**src/iac_pkg.sv**
```systemverilog
// Package for the intruder alarm controller: modes, config layout, reset values.
package iac_pkg;

    localparam int TIMER_BITS_DEF = 16;

    localparam logic [15:0] SETTLE_RESET = 16'd1000;
    localparam logic [15:0] BLINK_HALF_RESET = 16'd500;
    localparam logic [3:0]  BLINK_COUNT_RESET = 4'd3;
    localparam logic [15:0] ENTRY_DELAY_RESET = 16'd10000;
    localparam logic [15:0] ALARM_HOLD_RESET = 16'd2000;

    localparam int CFG_ADDR_BITS = 5;

    typedef enum logic [2:0] {
        REG_SETTLE      = 3'd0,
        REG_BLINK_HALF  = 3'd1,
        REG_BLINK_COUNT = 3'd2,
        REG_ENTRY_DELAY = 3'd3,
        REG_ALARM_HOLD  = 3'd4
    } reg_idx_t;

    typedef enum logic [2:0] {
        MODE_SETTLING = 3'd0,
        MODE_DISARMED = 3'd1,
        MODE_ARMING   = 3'd2,
        MODE_ARMED    = 3'd3,
        MODE_ENTRY    = 3'd4,
        MODE_SOUNDING = 3'd5,
        MODE_LATCHED  = 3'd6
    } mode_t;

    typedef struct packed {
        logic [15:0] settle_ticks;
        logic [15:0] blink_half_ticks;
        logic [3:0]  blink_count;
        logic [15:0] entry_delay_ticks;
        logic [15:0] alarm_hold_ticks;
    } cfg_t;

    typedef struct packed {
        mode_t      mode;
        logic [3:0] blinks_done;
        logic       blink_lit;
    } ctl_t;

    typedef struct packed {
        logic       status_lamp;
        logic       armed_lamp;
        logic       siren_lamp;
        logic       notify_pulse;
        logic [2:0] mode_code;
    } res_t;

endpackage

```
**src/iac_cfg_regs.sv**
```systemverilog
// APB configuration registers of the intruder alarm controller.
module iac_cfg_regs
    import iac_pkg::*;
(
    input  logic                     clk,
    input  logic                     rst_n,
    input  logic                     psel,
    input  logic                     penable,
    input  logic                     pwrite,
    input  logic [CFG_ADDR_BITS-1:0] paddr,
    input  logic [31:0]              pwdata,
    output logic [31:0]              prdata,
    output cfg_t                     cfg
);

    cfg_t     cfg_reg;
    reg_idx_t idx;
    logic     wr_en;

    assign idx   = reg_idx_t'(paddr[CFG_ADDR_BITS-1:2]);
    assign wr_en = psel && penable && pwrite;
    assign cfg   = cfg_reg;

    always_ff @(posedge clk or negedge rst_n)
    begin
        if (!rst_n)
        begin
            cfg_reg.settle_ticks      <= SETTLE_RESET;
            cfg_reg.blink_half_ticks  <= BLINK_HALF_RESET;
            cfg_reg.blink_count       <= BLINK_COUNT_RESET;
            cfg_reg.entry_delay_ticks <= ENTRY_DELAY_RESET;
            cfg_reg.alarm_hold_ticks  <= ALARM_HOLD_RESET;
        end
        else if (wr_en)
        begin
            case (idx)
                REG_SETTLE:      cfg_reg.settle_ticks      <= pwdata[15:0];
                REG_BLINK_HALF:  cfg_reg.blink_half_ticks  <= pwdata[15:0];
                REG_BLINK_COUNT: cfg_reg.blink_count       <= pwdata[3:0];
                REG_ENTRY_DELAY: cfg_reg.entry_delay_ticks <= pwdata[15:0];
                REG_ALARM_HOLD:  cfg_reg.alarm_hold_ticks  <= pwdata[15:0];
                default: ;
            endcase
        end
    end

    always_comb
    begin
        case (idx)
            REG_SETTLE:      prdata = {16'd0, cfg_reg.settle_ticks};
            REG_BLINK_HALF:  prdata = {16'd0, cfg_reg.blink_half_ticks};
            REG_BLINK_COUNT: prdata = {28'd0, cfg_reg.blink_count};
            REG_ENTRY_DELAY: prdata = {16'd0, cfg_reg.entry_delay_ticks};
            REG_ALARM_HOLD:  prdata = {16'd0, cfg_reg.alarm_hold_ticks};
            default:         prdata = 32'd0;
        endcase
    end

endmodule

```
**src/iac_step.sv**
```systemverilog
// One-tick mode update of the alarm sequencer and lamp decode.
module iac_step
    import iac_pkg::*;
#(
    parameter int TIMER_BITS = TIMER_BITS_DEF
)
(
    input  cfg_t                  cfg,
    input  ctl_t                  ctl,
    input  logic [TIMER_BITS-1:0] tick,
    input  logic                  button_pressed,
    input  logic                  motion_seen,
    output ctl_t                  ctl_next,
    output logic [TIMER_BITS-1:0] tick_next,
    output res_t                  res
);

    localparam int CW = (TIMER_BITS > 16) ? TIMER_BITS : 16;
    localparam logic [TIMER_BITS-1:0] TICK_MAX = {TIMER_BITS{1'b1}};

    logic [TIMER_BITS-1:0] tick_inc;
    logic [15:0]           len;
    logic                  done;
    logic [3:0]            blinks_inc;
    logic                  notify;

    assign tick_inc   = (tick == TICK_MAX) ? tick : tick + 1'b1;
    assign blinks_inc = ctl.blinks_done + 4'd1;

    always_comb
    begin
        case (ctl.mode)
            MODE_ARMING:   len = cfg.blink_half_ticks;
            MODE_ENTRY:    len = cfg.entry_delay_ticks;
            MODE_SOUNDING: len = cfg.alarm_hold_ticks;
            default:       len = cfg.settle_ticks;
        endcase
    end

    assign done = (CW'(tick_inc) >= CW'(len)) || (tick_inc == TICK_MAX);

    // next state
    always_comb
    begin
        ctl_next  = ctl;
        tick_next = tick;
        notify    = 1'b0;
        case (ctl.mode)
            MODE_DISARMED:
            begin
                if (button_pressed)
                begin
                    ctl_next.blinks_done = 4'd0;
                    tick_next            = '0;
                    if (cfg.blink_count == 4'd0)
                    begin
                        ctl_next.blink_lit = 1'b0;
                        ctl_next.mode      = MODE_ARMED;
                    end
                    else
                    begin
                        ctl_next.blink_lit = 1'b1;
                        ctl_next.mode      = MODE_ARMING;
                    end
                end
            end
            MODE_ARMING:
            begin
                tick_next = tick_inc;
                if (done)
                begin
                    tick_next = '0;
                    if (ctl.blink_lit)
                    begin
                        ctl_next.blink_lit = 1'b0;
                    end
                    else
                    begin
                        ctl_next.blinks_done = blinks_inc;
                        if (blinks_inc >= cfg.blink_count || blinks_inc == 4'd0)
                            ctl_next.mode = MODE_ARMED;
                        else
                            ctl_next.blink_lit = 1'b1;
                    end
                end
            end
            MODE_ARMED:
            begin
                if (button_pressed)
                begin
                    ctl_next.mode = MODE_SETTLING;
                    tick_next     = '0;
                end
                else if (motion_seen)
                begin
                    ctl_next.mode = MODE_ENTRY;
                    tick_next     = '0;
                end
            end
            MODE_ENTRY:
            begin
                if (button_pressed)
                begin
                    ctl_next.mode = MODE_SETTLING;
                    tick_next     = '0;
                end
                else
                begin
                    tick_next = tick_inc;
                    if (done)
                    begin
                        ctl_next.mode = MODE_SOUNDING;
                        tick_next     = '0;
                    end
                end
            end
            MODE_SOUNDING:
            begin
                tick_next = tick_inc;
                if (done)
                begin
                    ctl_next.mode = MODE_LATCHED;
                    tick_next     = '0;
                    notify        = 1'b1;
                end
            end
            MODE_LATCHED:
            begin
                if (button_pressed)
                begin
                    ctl_next.mode = MODE_SETTLING;
                    tick_next     = '0;
                end
            end
            default:
            begin
                ctl_next.mode = MODE_SETTLING;
                tick_next     = tick_inc;
                if (done)
                begin
                    ctl_next.mode = MODE_DISARMED;
                    tick_next     = '0;
                end
            end
        endcase
    end

    // outputs, from the updated state
    always_comb
    begin
        res.status_lamp  = 1'b0;
        res.armed_lamp   = 1'b0;
        res.siren_lamp   = 1'b0;
        res.notify_pulse = notify;
        res.mode_code    = ctl_next.mode;
        case (ctl_next.mode)
            MODE_SETTLING, MODE_DISARMED: res.status_lamp = 1'b1;
            MODE_ARMING:                  res.status_lamp = ctl_next.blink_lit;
            MODE_ARMED, MODE_ENTRY:       res.armed_lamp  = 1'b1;
            MODE_SOUNDING:
            begin
                res.status_lamp = 1'b1;
                res.armed_lamp  = 1'b1;
                res.siren_lamp  = 1'b1;
            end
            default: ;
        endcase
    end

endmodule

```
**src/intruder_alarm_controller.sv**
```systemverilog
// Intruder alarm controller top level: tick stream in, lamp/mode stream out.
// A result is registered and appears on m_axis in the cycle after its tick item is accepted.
// Throughput: one item per cycle while m_axis is not stalled; the mode update and timer
// compare sit between the state registers and the output register.
// Reset: asynchronous, active low; mode settling, timer and blink state zero,
// config registers at their default values, output register empty.
module intruder_alarm_controller
    import iac_pkg::*;
#(
    parameter int TIMER_BITS = TIMER_BITS_DEF
)
(
    input  logic                     clk,
    input  logic                     rst_n,
    input  logic                     s_axis_tvalid,
    output logic                     s_axis_tready,
    input  logic [7:0]               s_axis_tdata,  // button_pressed, motion_seen
    output logic                     m_axis_tvalid,
    input  logic                     m_axis_tready,
    // status_lamp, armed_lamp, siren_lamp, notify_pulse, mode_code[2:0]
    output logic [7:0]               m_axis_tdata,
    input  logic                     psel,
    input  logic                     penable,
    input  logic                     pwrite,
    input  logic [CFG_ADDR_BITS-1:0] paddr,
    input  logic [31:0]              pwdata,
    output logic [31:0]              prdata,
    output logic                     pready
);

    cfg_t                  cfg;
    ctl_t                  ctl_reg;
    ctl_t                  ctl_next;
    logic [TIMER_BITS-1:0] tick_reg;
    logic [TIMER_BITS-1:0] tick_next;
    res_t                  res_next;
    res_t                  res_reg;
    logic                  out_valid_reg;
    logic                  in_fire;

    assign pready        = 1'b1;
    assign s_axis_tready = !out_valid_reg || m_axis_tready;
    assign in_fire       = s_axis_tvalid && s_axis_tready;

    iac_cfg_regs u_cfg (
        .clk     (clk),
        .rst_n   (rst_n),
        .psel    (psel),
        .penable (penable),
        .pwrite  (pwrite),
        .paddr   (paddr),
        .pwdata  (pwdata),
        .prdata  (prdata),
        .cfg     (cfg)
    );

    iac_step #(
        .TIMER_BITS (TIMER_BITS)
    ) u_step (
        .cfg            (cfg),
        .ctl            (ctl_reg),
        .tick           (tick_reg),
        .button_pressed (s_axis_tdata[0]),
        .motion_seen    (s_axis_tdata[1]),
        .ctl_next       (ctl_next),
        .tick_next      (tick_next),
        .res            (res_next)
    );

    always_ff @(posedge clk or negedge rst_n)
    begin
        if (!rst_n)
        begin
            ctl_reg.mode        <= MODE_SETTLING;
            ctl_reg.blinks_done <= 4'd0;
            ctl_reg.blink_lit   <= 1'b0;
            tick_reg            <= '0;
            out_valid_reg       <= 1'b0;
        end
        else
        begin
            if (in_fire)
            begin
                ctl_reg  <= ctl_next;
                tick_reg <= tick_next;
            end
            if (in_fire)
                out_valid_reg <= 1'b1;
            else if (m_axis_tready)
                out_valid_reg <= 1'b0;
        end
    end

    always_ff @(posedge clk)
    begin
        if (in_fire)
            res_reg <= res_next;
    end

    assign m_axis_tvalid = out_valid_reg;
    assign m_axis_tdata  = {1'b0, res_reg.mode_code, res_reg.notify_pulse,
                            res_reg.siren_lamp, res_reg.armed_lamp, res_reg.status_lamp};

endmodule

```
**config.mk**
```make
export PLATFORM = sky130hd
export DESIGN_NAME = intruder_alarm_controller
export DESIGN_NICKNAME = d
export VERILOG_FILES = /design/src/iac_pkg.sv /design/src/iac_cfg_regs.sv /design/src/iac_step.sv /design/src/intruder_alarm_controller.sv
export SDC_FILE = /design/constraint.sdc
export NUM_CORES = 1
export LEC_CHECK = 0
export ABC_AREA = 1
export BUFFER_PORTS_ARGS = -buffer_cell sky130_fd_sc_hd__clkbuf_2
export CORE_MARGIN = 2
export CORE_UTILIZATION = 35
export DETAILED_ROUTE_END_ITERATION = 8
export GPL_TIMING_DRIVEN = 0
export HOLD_SLACK_MARGIN = 0.08
export MAX_ROUTING_LAYER = met4
export SETUP_SLACK_MARGIN = 0.2
export SYNTH_ARGS = -nofsm -noshare
export SYNTH_HDL_FRONTEND = slang
export SYNTH_SLANG_ARGS = --single-unit
```
**constraint.sdc**
```tcl
create_clock -name clk -period 4.3 [get_ports clk]
set_clock_uncertainty 0.05 [all_clocks]
set_input_delay 0.645 -clock clk [delete_from_list [all_inputs] [get_ports clk]]
set_output_delay 0.645 -clock clk [all_outputs]
set_load 0.005 [all_outputs]
```
==> impl_metrics.py, run 1 <==
metrics = {
    "drt": {
        "wire_per_inst_um": 15.9,
        "post_drt_via_cell_ratio": 5.07,
        "routed_wirelength_mm": 17.4,
        "vias": 5563,
        "drtIter0Drc": 570,
        "drc": 0,
        "ant_nets": 0,
        "drt-pass1-iter-count": 6,
    },
    "floorplanning": {
        "ioPinCount": 95,
        "core-area_um2": 16700,
        "start_util": 0.360,
        "rows": 47,
        "die_area_um2": 18300,
        "dieHeight_um": 135,
        "die_width_um": 135,
    },
    "sta": {
        "final.min_clock_period_ns": 3.73,
        "setup_viol": 0,
        "maxSlewHeadroom": 0.248,
        "worst_pin_slew_ns": 1.12,
        "hold_viol_final": 0,
        "worst_slack_ns": 0.570,
        "maxSlewViolCount": 0,
        "rsz0062_at_grt": "false",
        "hold-worst-slack_ns": 0.211,
        "min_period_over_period": 0.867,
        "max_freq_ghz": 0.268,
    },
    "global_routing": {
        "antenna_found_initial": 0,
        "grt_use_met3": 0.0453,
        "grtUsageTotal": 0.205,
        "grt_pass1_wl_mm": 27.9,
        "grt-ovfl-total": 0,
        "use_met2": 0.312,
        "grt_max_degree": 65,
        "use_met1": 0.278,
        "gr-max-usage-layer": "met2",
        "grt_pass1_vias": 5176,
    },
    "synthesis": {
        "synthFlopType": "dfrtp_1",
        "synth-xor-area-share": 0.00727,
        "muxShareOfSynthArea": 0,
        "ys_types": 41,
        "synth-edff-count": 7,
        "ys_seq_area_frac": 0.427,
        "synth.ff_latch_count": 100,
        "synthSimpleGateAreaFrac": 0.222,
        "synth_cells": 791,
        "async_flop_share": 0.930,
        "yosys.area_share.adder": 0.0457,
        "syn_area_um2": 6020,
        "avgSynthCellArea_um2": 7.61,
        "synth-compound-area-share": 0.192,
        "synth_top_family_by_area": "simple AND/OR/NAND/NOR gates",
        "yosys_warnings": 0,
    },
    "clock_network": {
        "cts_made_buffers": 9,
        "clkSinkCount": 100,
        "cts_tree": "done",
        "cts-root-buf": "clkbuf_16",
        "cts_max_path_buffers": 2,
        "clk_latency_ns": 0.37,
        "htreeDepth": 3,
        "path_clk_slew_ns": 0.08,
    },
    "power": {
        "p_per_area_nw_per_um2": 504,
        "switching_power_mw": 1.39,
        "p_clk_frac": 0.258,
        "p_sw_frac": 0.394,
        "power_frac_comb": 0.363,
        "p_leak_nw": 3.28,
        "p_int_mw": 2.15,
        "peakVddDrop_v": 0.000285,
        "pwr-share-seq": 0.378,
    },
    "run": {
        "drv_cap": 0,
    },
    "cells_and_area": {
        "drive_gt1_frac": 0.165,
        "largest_register_ffs": 68,
        "diodes": 0,
        "layout_common_cells": "nand2_1, o21ai_0, inv_1",
        "nNetsFinal": 947,
        "area_growth_pct": 16.6,
        "final_common_cell": "nand2_1",
        "final_util": 0.420,
    },
    "critical_path": {
        "cp-startpoint": "ctl_reg[6]$_DFFE_PN0P_",
        "worstPathArrival_ns": 3.76,
        "path_common_cell": "nand2_1",
        "critical_path.max_stage_delay_ns": 0.40,
        "startpoint_type": "register",
        "slowest_stage": "dfrtp_1",
        "worst-path-max-fanout": 10,
        "required_ns": 4.33,
        "worstReg2RegStart": "ctl_reg[6]$_DFFE_PN0P_",
        "critical_path_class": "reg2reg",
        "worstPathCellList": "inv_1, nand2_1, nor2_2, inv_1, clkbuf_2, o22ai_1, a211oi_1, ha_1, a21oi_1, nand3b_1, nand3_1, nand2_1, nand2_1, nor2_1, nand2_4, inv_2, nor2_4, nor2_2, inv_1, nand2_1, o21ai_0",
        "cp-end-kind": "register",
    },
    "status": {
        "status": "finished clean",
    },
    "hold_path": {
        "worstHoldPathType": "in2async",
    },
    "placed_design": {
        "portBuffers": 51,
        "globalplace.congestion": 0.895,
        "dp_hpwl_mm": 12.5,
        "preCtsSetupSlack_ns": -0.448,
    },
}
## routing by layer
layer,vias up,part of all wire
li1,2770,-
met1,2570,0.46
met2,194,0.45
met3,29,0.062
met4,0,0.019
met5,-,0
## cell usage after synthesis, drive strengths merged, types with 3 or more instances
master | instances | area, um^2
xor2 | 3 | 26.3
nor2 | 55 | 241
a22o | 3 | 26.3
inv | 100 | 375
nand2 | 201 | 772
clkbuf | 24 | 90.1
o22ai | 27 | 169
o21ai | 128 | 641
a221o | 9 | 90.1
edfxtp | 7 | 210
buf | 22 | 163
nor3 | 4 | 20.0
nand3 | 40 | 215
o2bb2ai | 3 | 26.3
nand4 | 9 | 56.3
ha | 22 | 275
a211oi | 4 | 30.0
dfrtp | 68 | 1700
a21oi | 15 | 75.1
o211ai | 6 | 45.0
dfstp | 25 | 657
## area by class of cell
cell class | count | area, um^2
fill | 1780 | 9680
multi-input combinational | 561 | 2900
sequential | 100 | 2570
inverter | 100 | 375
timing repair buffer | 55 | 308
tap | 220 | 275
buffer | 46 | 265
clock buffer | 10 | 250
clock inverter | 6 | 78.8
## kinds of logic (layout without fill, tap and decap cells)
logic type      Yosys count  in the layout
xor+xnor                  5              5
compound gates          202            202
other cells               2             18
fa+ha+maj                22             22
buf+inv                 146            217
flops                   100            100
simple gates            314            314
## repair_timing
action                                 4_1_cts  5_1_grt
endpoints found under the hold margin        0        0
pin swaps                                    0        1
hold buffers                                 0        0
buffers inserted                             0        3
setup endpoints to repair                   29       21
resized for setup                            4       15
## critical path: cells and delay by family, from the launching register on
kind / cells / cell delay (ns)
and+or+nand+nor: 11 / 1.15
buffers and inverters: 5 / 0.88
AOI/OAI and AO/OA: 4 / 0.66
DFF: 1 / 0.40
adders and majority gates: 1 / 0.32
## path summary, 6_finish.rpt
| check | depth (start not counted) | endpoint | slack (ns) |
|---|---|---|---|
| max | 21 | m_axis_tdata[1]$_DFFE_PP_ | 0.57 |
| min | 1 | tick_reg[1]$_DFFE_PN0P_ | 0.21 |
| max reg2reg | 21 | m_axis_tdata[1]$_DFFE_PP_ | 0.57 |
| min reg2reg | 2 | u_cfg.cfg[18]$_DFFE_PN0P_ | 0.44 |
| max in group asynchronous | 2 | u_cfg.cfg[26]$_DFFE_PN1P_ | 3.27 |
| min in group clk | 2 | u_cfg.cfg[18]$_DFFE_PN0P_ | 0.44 |
## through the flow
step | cell area, um^2 | power (mW) | TNS [ns] | instances
6_report | 7020 | 3.54 | 0 | 1098
5_1_grt | 7020 | 3.81 | 0 | 1098
4_1_cts | 6980 | 3.52 | 0 | 1095
3_5_place_dp | 6640 | 2.60 | -6.99 | 1079
3_3_place_gp | 6610 | 2.57 | -6.42 | 1078
2_1_floorplan | 6080 | 2.21 | 0 | 807
## power groups by stage
stage / logic (mW) / registers (mW) / clock network, mW
2_1_floorplan: 0.900 / 1.31 / 0
3_3_place_gp: 1.22 / 1.35 / 0
3_5_place_dp: 1.25 / 1.35 / 0
4_1_cts: 1.25 / 1.34 / 0.926
5_1_grt: 1.48 / 1.37 / 0.965
6_report: 1.29 / 1.34 / 0.915
Power figures use the tool's default switching activity.
==> run 2: changes to the inputs <==
--- a/config.mk
+++ b/config.mk
@@ -6,10 +6,10 @@
 export NUM_CORES = 1
 export LEC_CHECK = 0
 export ABC_AREA = 1
-export BUFFER_PORTS_ARGS = -buffer_cell sky130_fd_sc_hd__clkbuf_2
 export CORE_MARGIN = 2
 export CORE_UTILIZATION = 35
 export DETAILED_ROUTE_END_ITERATION = 8
+export DONT_BUFFER_PORTS = 1
 export GPL_TIMING_DRIVEN = 0
 export HOLD_SLACK_MARGIN = 0.08
 export MAX_ROUTING_LAYER = met4
==> run 2 against run 1 <==
Clock power decreased by 11%. Combinational power shrank 3%. Power is 3.8% lower. Utilization is 1.7 points lower. Cell count down 4.6%. Die area stayed put. Worst setup slack better by 0.022 ns. Via count fell by 2.8%. Clock-buffer cell count rose by 1. First-iteration DRC count down 28%. Highest routed layer unchanged.
==> impl_metrics.py, run 2 (synthesized netlist as in run 1, its figures left out) <==
metrics = {
    "power": {
        "p_per_area_nw_per_um2": 505,
        "fin_total_pwr_mw": 3.40,
        "power_frac_comb": 0.367,
        "p_sw_frac": 0.401,
        "p_int_mw": 2.04,
        "peakVddDrop_v": 0.000293,
        "p_leak_nw": 3.04,
        "pwr-share-seq": 0.394,
        "switching_power_mw": 1.37,
        "p_clk_frac": 0.239,
    },
    "critical_path": {
        "worst-path-max-fanout": 10,
        "cp-end-kind": "register",
        "ff2ff_path_depth": 18,
        "critical_path_class": "reg2reg",
        "slowest_stage": "dfrtp_1",
        "startpoint_type": "register",
        "required_ns": 4.37,
        "cp.depth": 18,
        "worstPathCellList": "nand2_1, nor2_2, inv_1, clkbuf_2, o22ai_1, a211oi_1, ha_1, a21oi_1, nand3b_1, nand3_1, nand2_1, nand2_1, nor2_1, nand2_4, o21ai_1, nand3_2, o21ai_0, nand2_1",
        "critical_path.max_stage_delay_ns": 0.45,
        "critPathBufInv": 2,
        "path_common_cell": "nand2_1",
        "worstPathArrival_ns": 3.78,
        "crit_family": "simple AND/OR/NAND/NOR gates",
    },
    "floorplanning": {
        "die_width_um": 135,
        "core-area_um2": 16700,
        "start_util": 0.360,
        "rows": 47,
        "die_area_um2": 18300,
        "ioPinCount": 95,
        "dieHeight_um": 135,
    },
    "placed_design": {
        "portBuffers": 0,
        "place_area_um2": 6350,
        "globalplace.congestion": 0.907,
        "dp_hpwl_mm": 12.3,
        "dp_cells": 1027,
    },
    "global_routing": {
        "grt_pass1_vias": 4998,
        "grtUsageTotal": 0.206,
        "grt_pass1_wl_mm": 27.8,
        "antenna_found_initial": 0,
        "grt-ovfl-total": 0,
        "grt_max_degree": 72,
    },
    "clock_network": {
        "htreeDepth": 3,
        "cts_made_buffers": 9,
        "path_clk_slew_ns": 0.07,
        "clk_latency_ns": 0.36,
        "clkSinkCount": 100,
        "cts_max_path_buffers": 2,
        "cts_tree": "done",
        "cts-root-buf": "clkbuf_16",
    },
    "drt": {
        "routed_wirelength_mm": 17.6,
        "drc": 0,
        "wire_per_inst_um": 16.8,
        "drt-pass1-iter-count": 5,
        "drtIter0Drc": 413,
        "post_drt_via_cell_ratio": 5.16,
        "ant_nets": 0,
        "vias": 5405,
    },
    "sta": {
        "maxSlewViolCount": 0,
        "final.min_clock_period_ns": 3.71,
        "min_period_over_period": 0.862,
        "rsz0062_at_grt": "false",
        "setup_viol": 0,
        "max_freq_ghz": 0.270,
        "maxSlewHeadroom": 0.300,
        "tns_ns": 0,
        "worst_pin_slew_ns": 1.04,
        "hold_viol_final": 0,
    },
    "status": {
        "status": "finished clean",
    },
    "cells_and_area": {
        "fin_area_um2": 6740,
        "layout_common_cells": "nand2_1, o21ai_0, inv_1",
        "seqCellArea_um2": 2570,
        "largest_register_ffs": 68,
        "diodes": 0,
        "nNetsFinal": 896,
        "area_growth_pct": 11.9,
        "final_common_cell": "nand2_1",
        "multi_input_area_um2": 2910,
        "fillers": 1791,
        "final_cells": 1047,
        "drive_gt1_frac": 0.112,
    },
    "hold_path": {
        "worstHoldPathType": "in2async",
    },
    "run": {
        "drv_cap": 0,
    },
}
-- run 2: cell count changes in the layout (fill, tap and decap cells not counted) --
| cell | change |
|---|---|
| clkbuf_2 | -50 |
| clkinv_8 | -1 |
| clkbuf_8 | +1 |
| clkbuf_1 | +1 |
| nor2_2 | -1 |
| nor2_4 | +1 |
| bufinv_16 | -1 |
| inv_6 | +1 |
| clkbuf_16 | -1 |
| buf_12 | +1 |
| clkbuf_4 | -2 |
-- run 2: stage by stage --
stage          utilization  hold WS [ns]  setup slack, ns
5_1_grt              0.403         0.147            0.243
4_1_cts              0.401         0.136            0.213
3_3_place_gp         0.381         0.306           -0.481
6_report             0.403         0.124            0.592
3_5_place_dp         0.381         0.306           -0.543
2_1_floorplan            -         0.299            0.828
-- run 2: final cells by class --
cell class,count,share of cell area
clock buffers,11,0.0360
plain buffers,46,0.0394
flip-flops and latches,100,0.381
multi-input cells,561,0.431
well taps,220,0.0409
clock inverters,5,0.00613
repair buffers,4,0.00929
inverters,100,0.0557
-- run 2: timing repair --
action | CTS | global route
hold buffers | 2 | 0
resized for setup | 5 | 15
setup endpoints to repair | 29 | 19
pin swaps | 0 | 1
endpoints found under the hold margin | 71 | 0
buffers inserted | 0 | 2
-- run 2: layer usage --
| metal | routed length [um] | up-vias | track usage |
|---|---|---|---|
| met4 | 418 | 0 | 0.0752 |
| li1 | - | 2668 | - |
| met3 | 1220 | 34 | 0.0505 |
| met5 | 0 | - | - |
| met2 | 7880 | 180 | 0.307 |
| met1 | 8050 | 2523 | 0.273 |
-- run 2: final timing paths --
| kind | from | to | slack [ns] |
|---|---|---|---|
| min reg2reg | u_cfg.cfg[22]$_DFFE_PN0P_ | u_cfg.cfg[22]$_DFFE_PN0P_ | 0.44 |
| max reg2reg | ctl_reg[7]$_DFFE_PN0P_ | m_axis_tdata[0]$_DFFE_PP_ | 0.59 |
| max in group asynchronous | rst_n | u_cfg.cfg[24]$_DFFE_PN1P_ | 3.74 |
| min | rst_n | tick_reg[1]$_DFFE_PN0P_ | 0.12 |
| min in group clk | pwdata[4] | u_cfg.cfg[40]$_DFFE_PN1P_ | 0.40 |
| max | ctl_reg[7]$_DFFE_PN0P_ | m_axis_tdata[0]$_DFFE_PP_ | 0.59 |
-- run 2: power groups by stage --
stage | logic (mW) | clock network (mW) | registers, mW
2_1_floorplan | 0.900 | 0 | 1.31
3_3_place_gp | 1.17 | 0 | 1.35
3_5_place_dp | 1.19 | 0 | 1.35
4_1_cts | 1.23 | 0.836 | 1.34
5_1_grt | 1.45 | 0.865 | 1.37
6_report | 1.25 | 0.813 | 1.34
==> run 3: changes to the inputs <==
--- a/config.mk
+++ b/config.mk
@@ -13,6 +13,7 @@
 export GPL_TIMING_DRIVEN = 0
 export HOLD_SLACK_MARGIN = 0.08
 export MAX_ROUTING_LAYER = met4
+export REMOVE_ABC_BUFFERS = 1
 export SETUP_SLACK_MARGIN = 0.2
 export SYNTH_ARGS = -nofsm -noshare
 export SYNTH_HDL_FRONTEND = slang
==> run 3 against run 2 <==
Sequential share of layout area grew 0.41 points. Routed wire length shrank 7.4%. Cell count shrank 3.0%. Highest routed layer unchanged. Via count shrank 2.3%. Critical path type unchanged. Sequential power is essentially flat.
==> impl_metrics.py, run 3 (synthesized netlist as in run 1, its figures left out) <==
metrics = {
    "critical_path": {
        "worst-path-max-fanout": 18,
        "required_ns": 4.33,
        "worstPathArrival_ns": 3.74,
        "critPathBufInv": 7,
        "worstPathCellList": "inv_1, nor2_1, inv_1, nor2_4, buf_8, clkinvlp_4, buf_4, nand2_4, o21ai_0, ha_1, a21oi_1, o21ai_0, nand2_1, nand3_1, nand2_1, nand2_1, nor2_2, nand2_4, inv_4, nor2_4, nor2_4, inv_1, nand2_1, o21ai_0",
        "path_common_cell": "nand2_1",
        "critical_path_class": "reg2reg",
        "critical_path.max_stage_delay_ns": 0.40,
        "cp-end-kind": "register",
        "slowest_stage": "dfrtp_1",
        "startpoint_type": "register",
        "crit_family": "simple AND/OR/NAND/NOR gates",
    },
    "floorplanning": {
        "ioPinCount": 95,
        "core-area_um2": 16700,
        "die_width_um": 135,
        "start_util": 0.360,
        "die_area_um2": 18300,
        "rows": 47,
        "dieHeight_um": 135,
    },
    "clock_network": {
        "cts_max_path_buffers": 2,
        "htreeDepth": 3,
        "clkSinkCount": 100,
        "cts_tree": "done",
        "cts-root-buf": "clkbuf_16",
        "path_clk_slew_ns": 0.07,
        "cts_made_buffers": 9,
        "clk_latency_ns": 0.36,
    },
    "placed_design": {
        "globalplace.congestion": 0.888,
        "dp_hpwl_mm": 10.6,
        "portBuffers": 0,
        "preCtsSetupSlack_ns": -0.364,
    },
    "cells_and_area": {
        "largest_register_ffs": 68,
        "layout_common_cells": "nand2_1, o21ai_0, inv_1",
        "area_growth_pct": 10.7,
        "nNetsFinal": 865,
        "final_util": 0.399,
        "diodes": 0,
        "final_common_cell": "nand2_1",
        "drive_gt1_frac": 0.109,
        "fillers": 1780,
    },
    "drt": {
        "vias": 5279,
        "wire_per_inst_um": 16.0,
        "drc": 0,
        "post_drt_via_cell_ratio": 5.20,
        "drt-pass1-iter-count": 6,
        "routed_wirelength_mm": 16.3,
        "ant_nets": 0,
        "drtIter0Drc": 382,
    },
    "sta": {
        "min_period_over_period": 0.864,
        "worst_slack_ns": 0.583,
        "rsz0062_at_grt": "false",
        "max_freq_ghz": 0.269,
        "hold_viol_final": 0,
        "hold-worst-slack_ns": 0.125,
        "setup_viol": 0,
        "maxSlewViolCount": 0,
        "tns_ns": 0,
        "final.min_clock_period_ns": 3.72,
        "maxSlewHeadroom": 0.274,
        "worst_pin_slew_ns": 1.09,
    },
    "global_routing": {
        "grtUsageTotal": 0.189,
        "grt_max_degree": 69,
        "grt_pass1_wl_mm": 26.2,
        "antenna_found_initial": 0,
        "grt_pass1_vias": 4948,
        "grt-ovfl-total": 0,
    },
    "power": {
        "peakVddDrop_v": 0.000282,
        "fin_total_pwr_mw": 3.38,
        "p_per_area_nw_per_um2": 507,
        "p_leak_nw": 2.97,
    },
    "run": {
        "drv_cap": 0,
    },
    "hold_path": {
        "worstHoldPathType": "in2async",
    },
    "status": {
        "status": "finished clean",
    },
}
-- run 3: cell types whose count changed in the layout (fill, tap and decap cells not counted), sizes merged --
cell | previous run | this run
dlygate4sd3 | 0 | 3
buf | 26 | 15
clkinvlp | 1 | 4
nand2 | 201 | 202
clkbuf | 35 | 11
inv | 103 | 100
-- run 3: final cells by class --
type	instances	area (um^2)	share of cell area
inverters	100	389	0.0584
flip-flops and latches	100	2570	0.385
repair buffers	18	190	0.0285
clock buffers	11	243	0.0364
clock inverters	5	41.3	0.00619
multi-input cells	562	2960	0.444
well taps	220	275	0.0413
-- run 3: what timing repair did --
| action | in CTS | in global routing |
|---|---|---|
| gates cloned | 0 | 1 |
| setup buffers | 0 | 11 |
| hold buffers | 4 | 0 |
| hold endpoints to repair | 68 | 0 |
| pin swaps | 0 | 2 |
| resized for setup | 4 | 13 |
| endpoints found under the setup margin | 25 | 8 |
-- run 3: power by group --
group / internal (mW) / total [mW] / switching, mW
combinational: 0.435 / 1.23 / 0.793
sequential: 1.18 / 1.35 / 0.168
clock: 0.417 / 0.807 / 0.390
total: 2.03 / 3.38 / 1.35
-- run 3: worst reg2reg max path, stage by stage (launching register included) --
cell	delay [ns]
dfrtp_1	0.40
inv_1	0.10
nor2_1	0.10
inv_1	0.08
nor2_4	0.14
buf_8	0.22
clkinvlp_4	0.21
buf_4	0.19
nand2_4	0.19
o21ai_0	0.14
ha_1	0.31
a21oi_1	0.15
o21ai_0	0.09
nand2_1	0.06
nand3_1	0.06
nand2_1	0.06
nand2_1	0.05
nor2_2	0.16
nand2_4	0.12
inv_4	0.16
nor2_4	0.07
nor2_4	0.13
inv_1	0.08
nand2_1	0.06
o21ai_0	0.07
-- run 3: path summary, 6_finish.rpt --
kind,start,slack (ns),to,cells past startpoint
max,ctl_reg[6]$_DFFE_PN0P_,0.58,m_axis_tdata[1]$_DFFE_PP_,24
min,rst_n,0.12,m_axis_tvalid$_DFFE_PN0P_,1
max reg2reg,ctl_reg[6]$_DFFE_PN0P_,0.58,m_axis_tdata[1]$_DFFE_PP_,24
min reg2reg,u_cfg.cfg[11]$_DFFE_PN0P_,0.44,u_cfg.cfg[11]$_DFFE_PN0P_,2
max in group asynchronous,rst_n,2.99,u_cfg.cfg[25]$_DFFE_PN1P_,1
min in group clk,pwdata[5],0.41,u_cfg.cfg[41]$_DFFE_PN1P_,2
-- run 3: through the flow --
stage                     cell area [um^2]  instances
final                                 6670       1016
after global routing                  6670       1016
after CTS                             6510       1004
after detailed placement              6150        984
after global placement                6100        981
after floorplan                       5830        761
-- run 3: layer usage --
| layer | vias up | global-route usage | part of all wire |
|---|---|---|---|
| met1 | 2509 | 0.252 | 0.47 |
| met2 | 148 | 0.293 | 0.46 |
| li1 | 2603 | - | - |
| met3 | 19 | 0.0456 | 0.056 |
| met5 | - | - | 0 |
| met4 | 0 | 0.0417 | 0.014 |
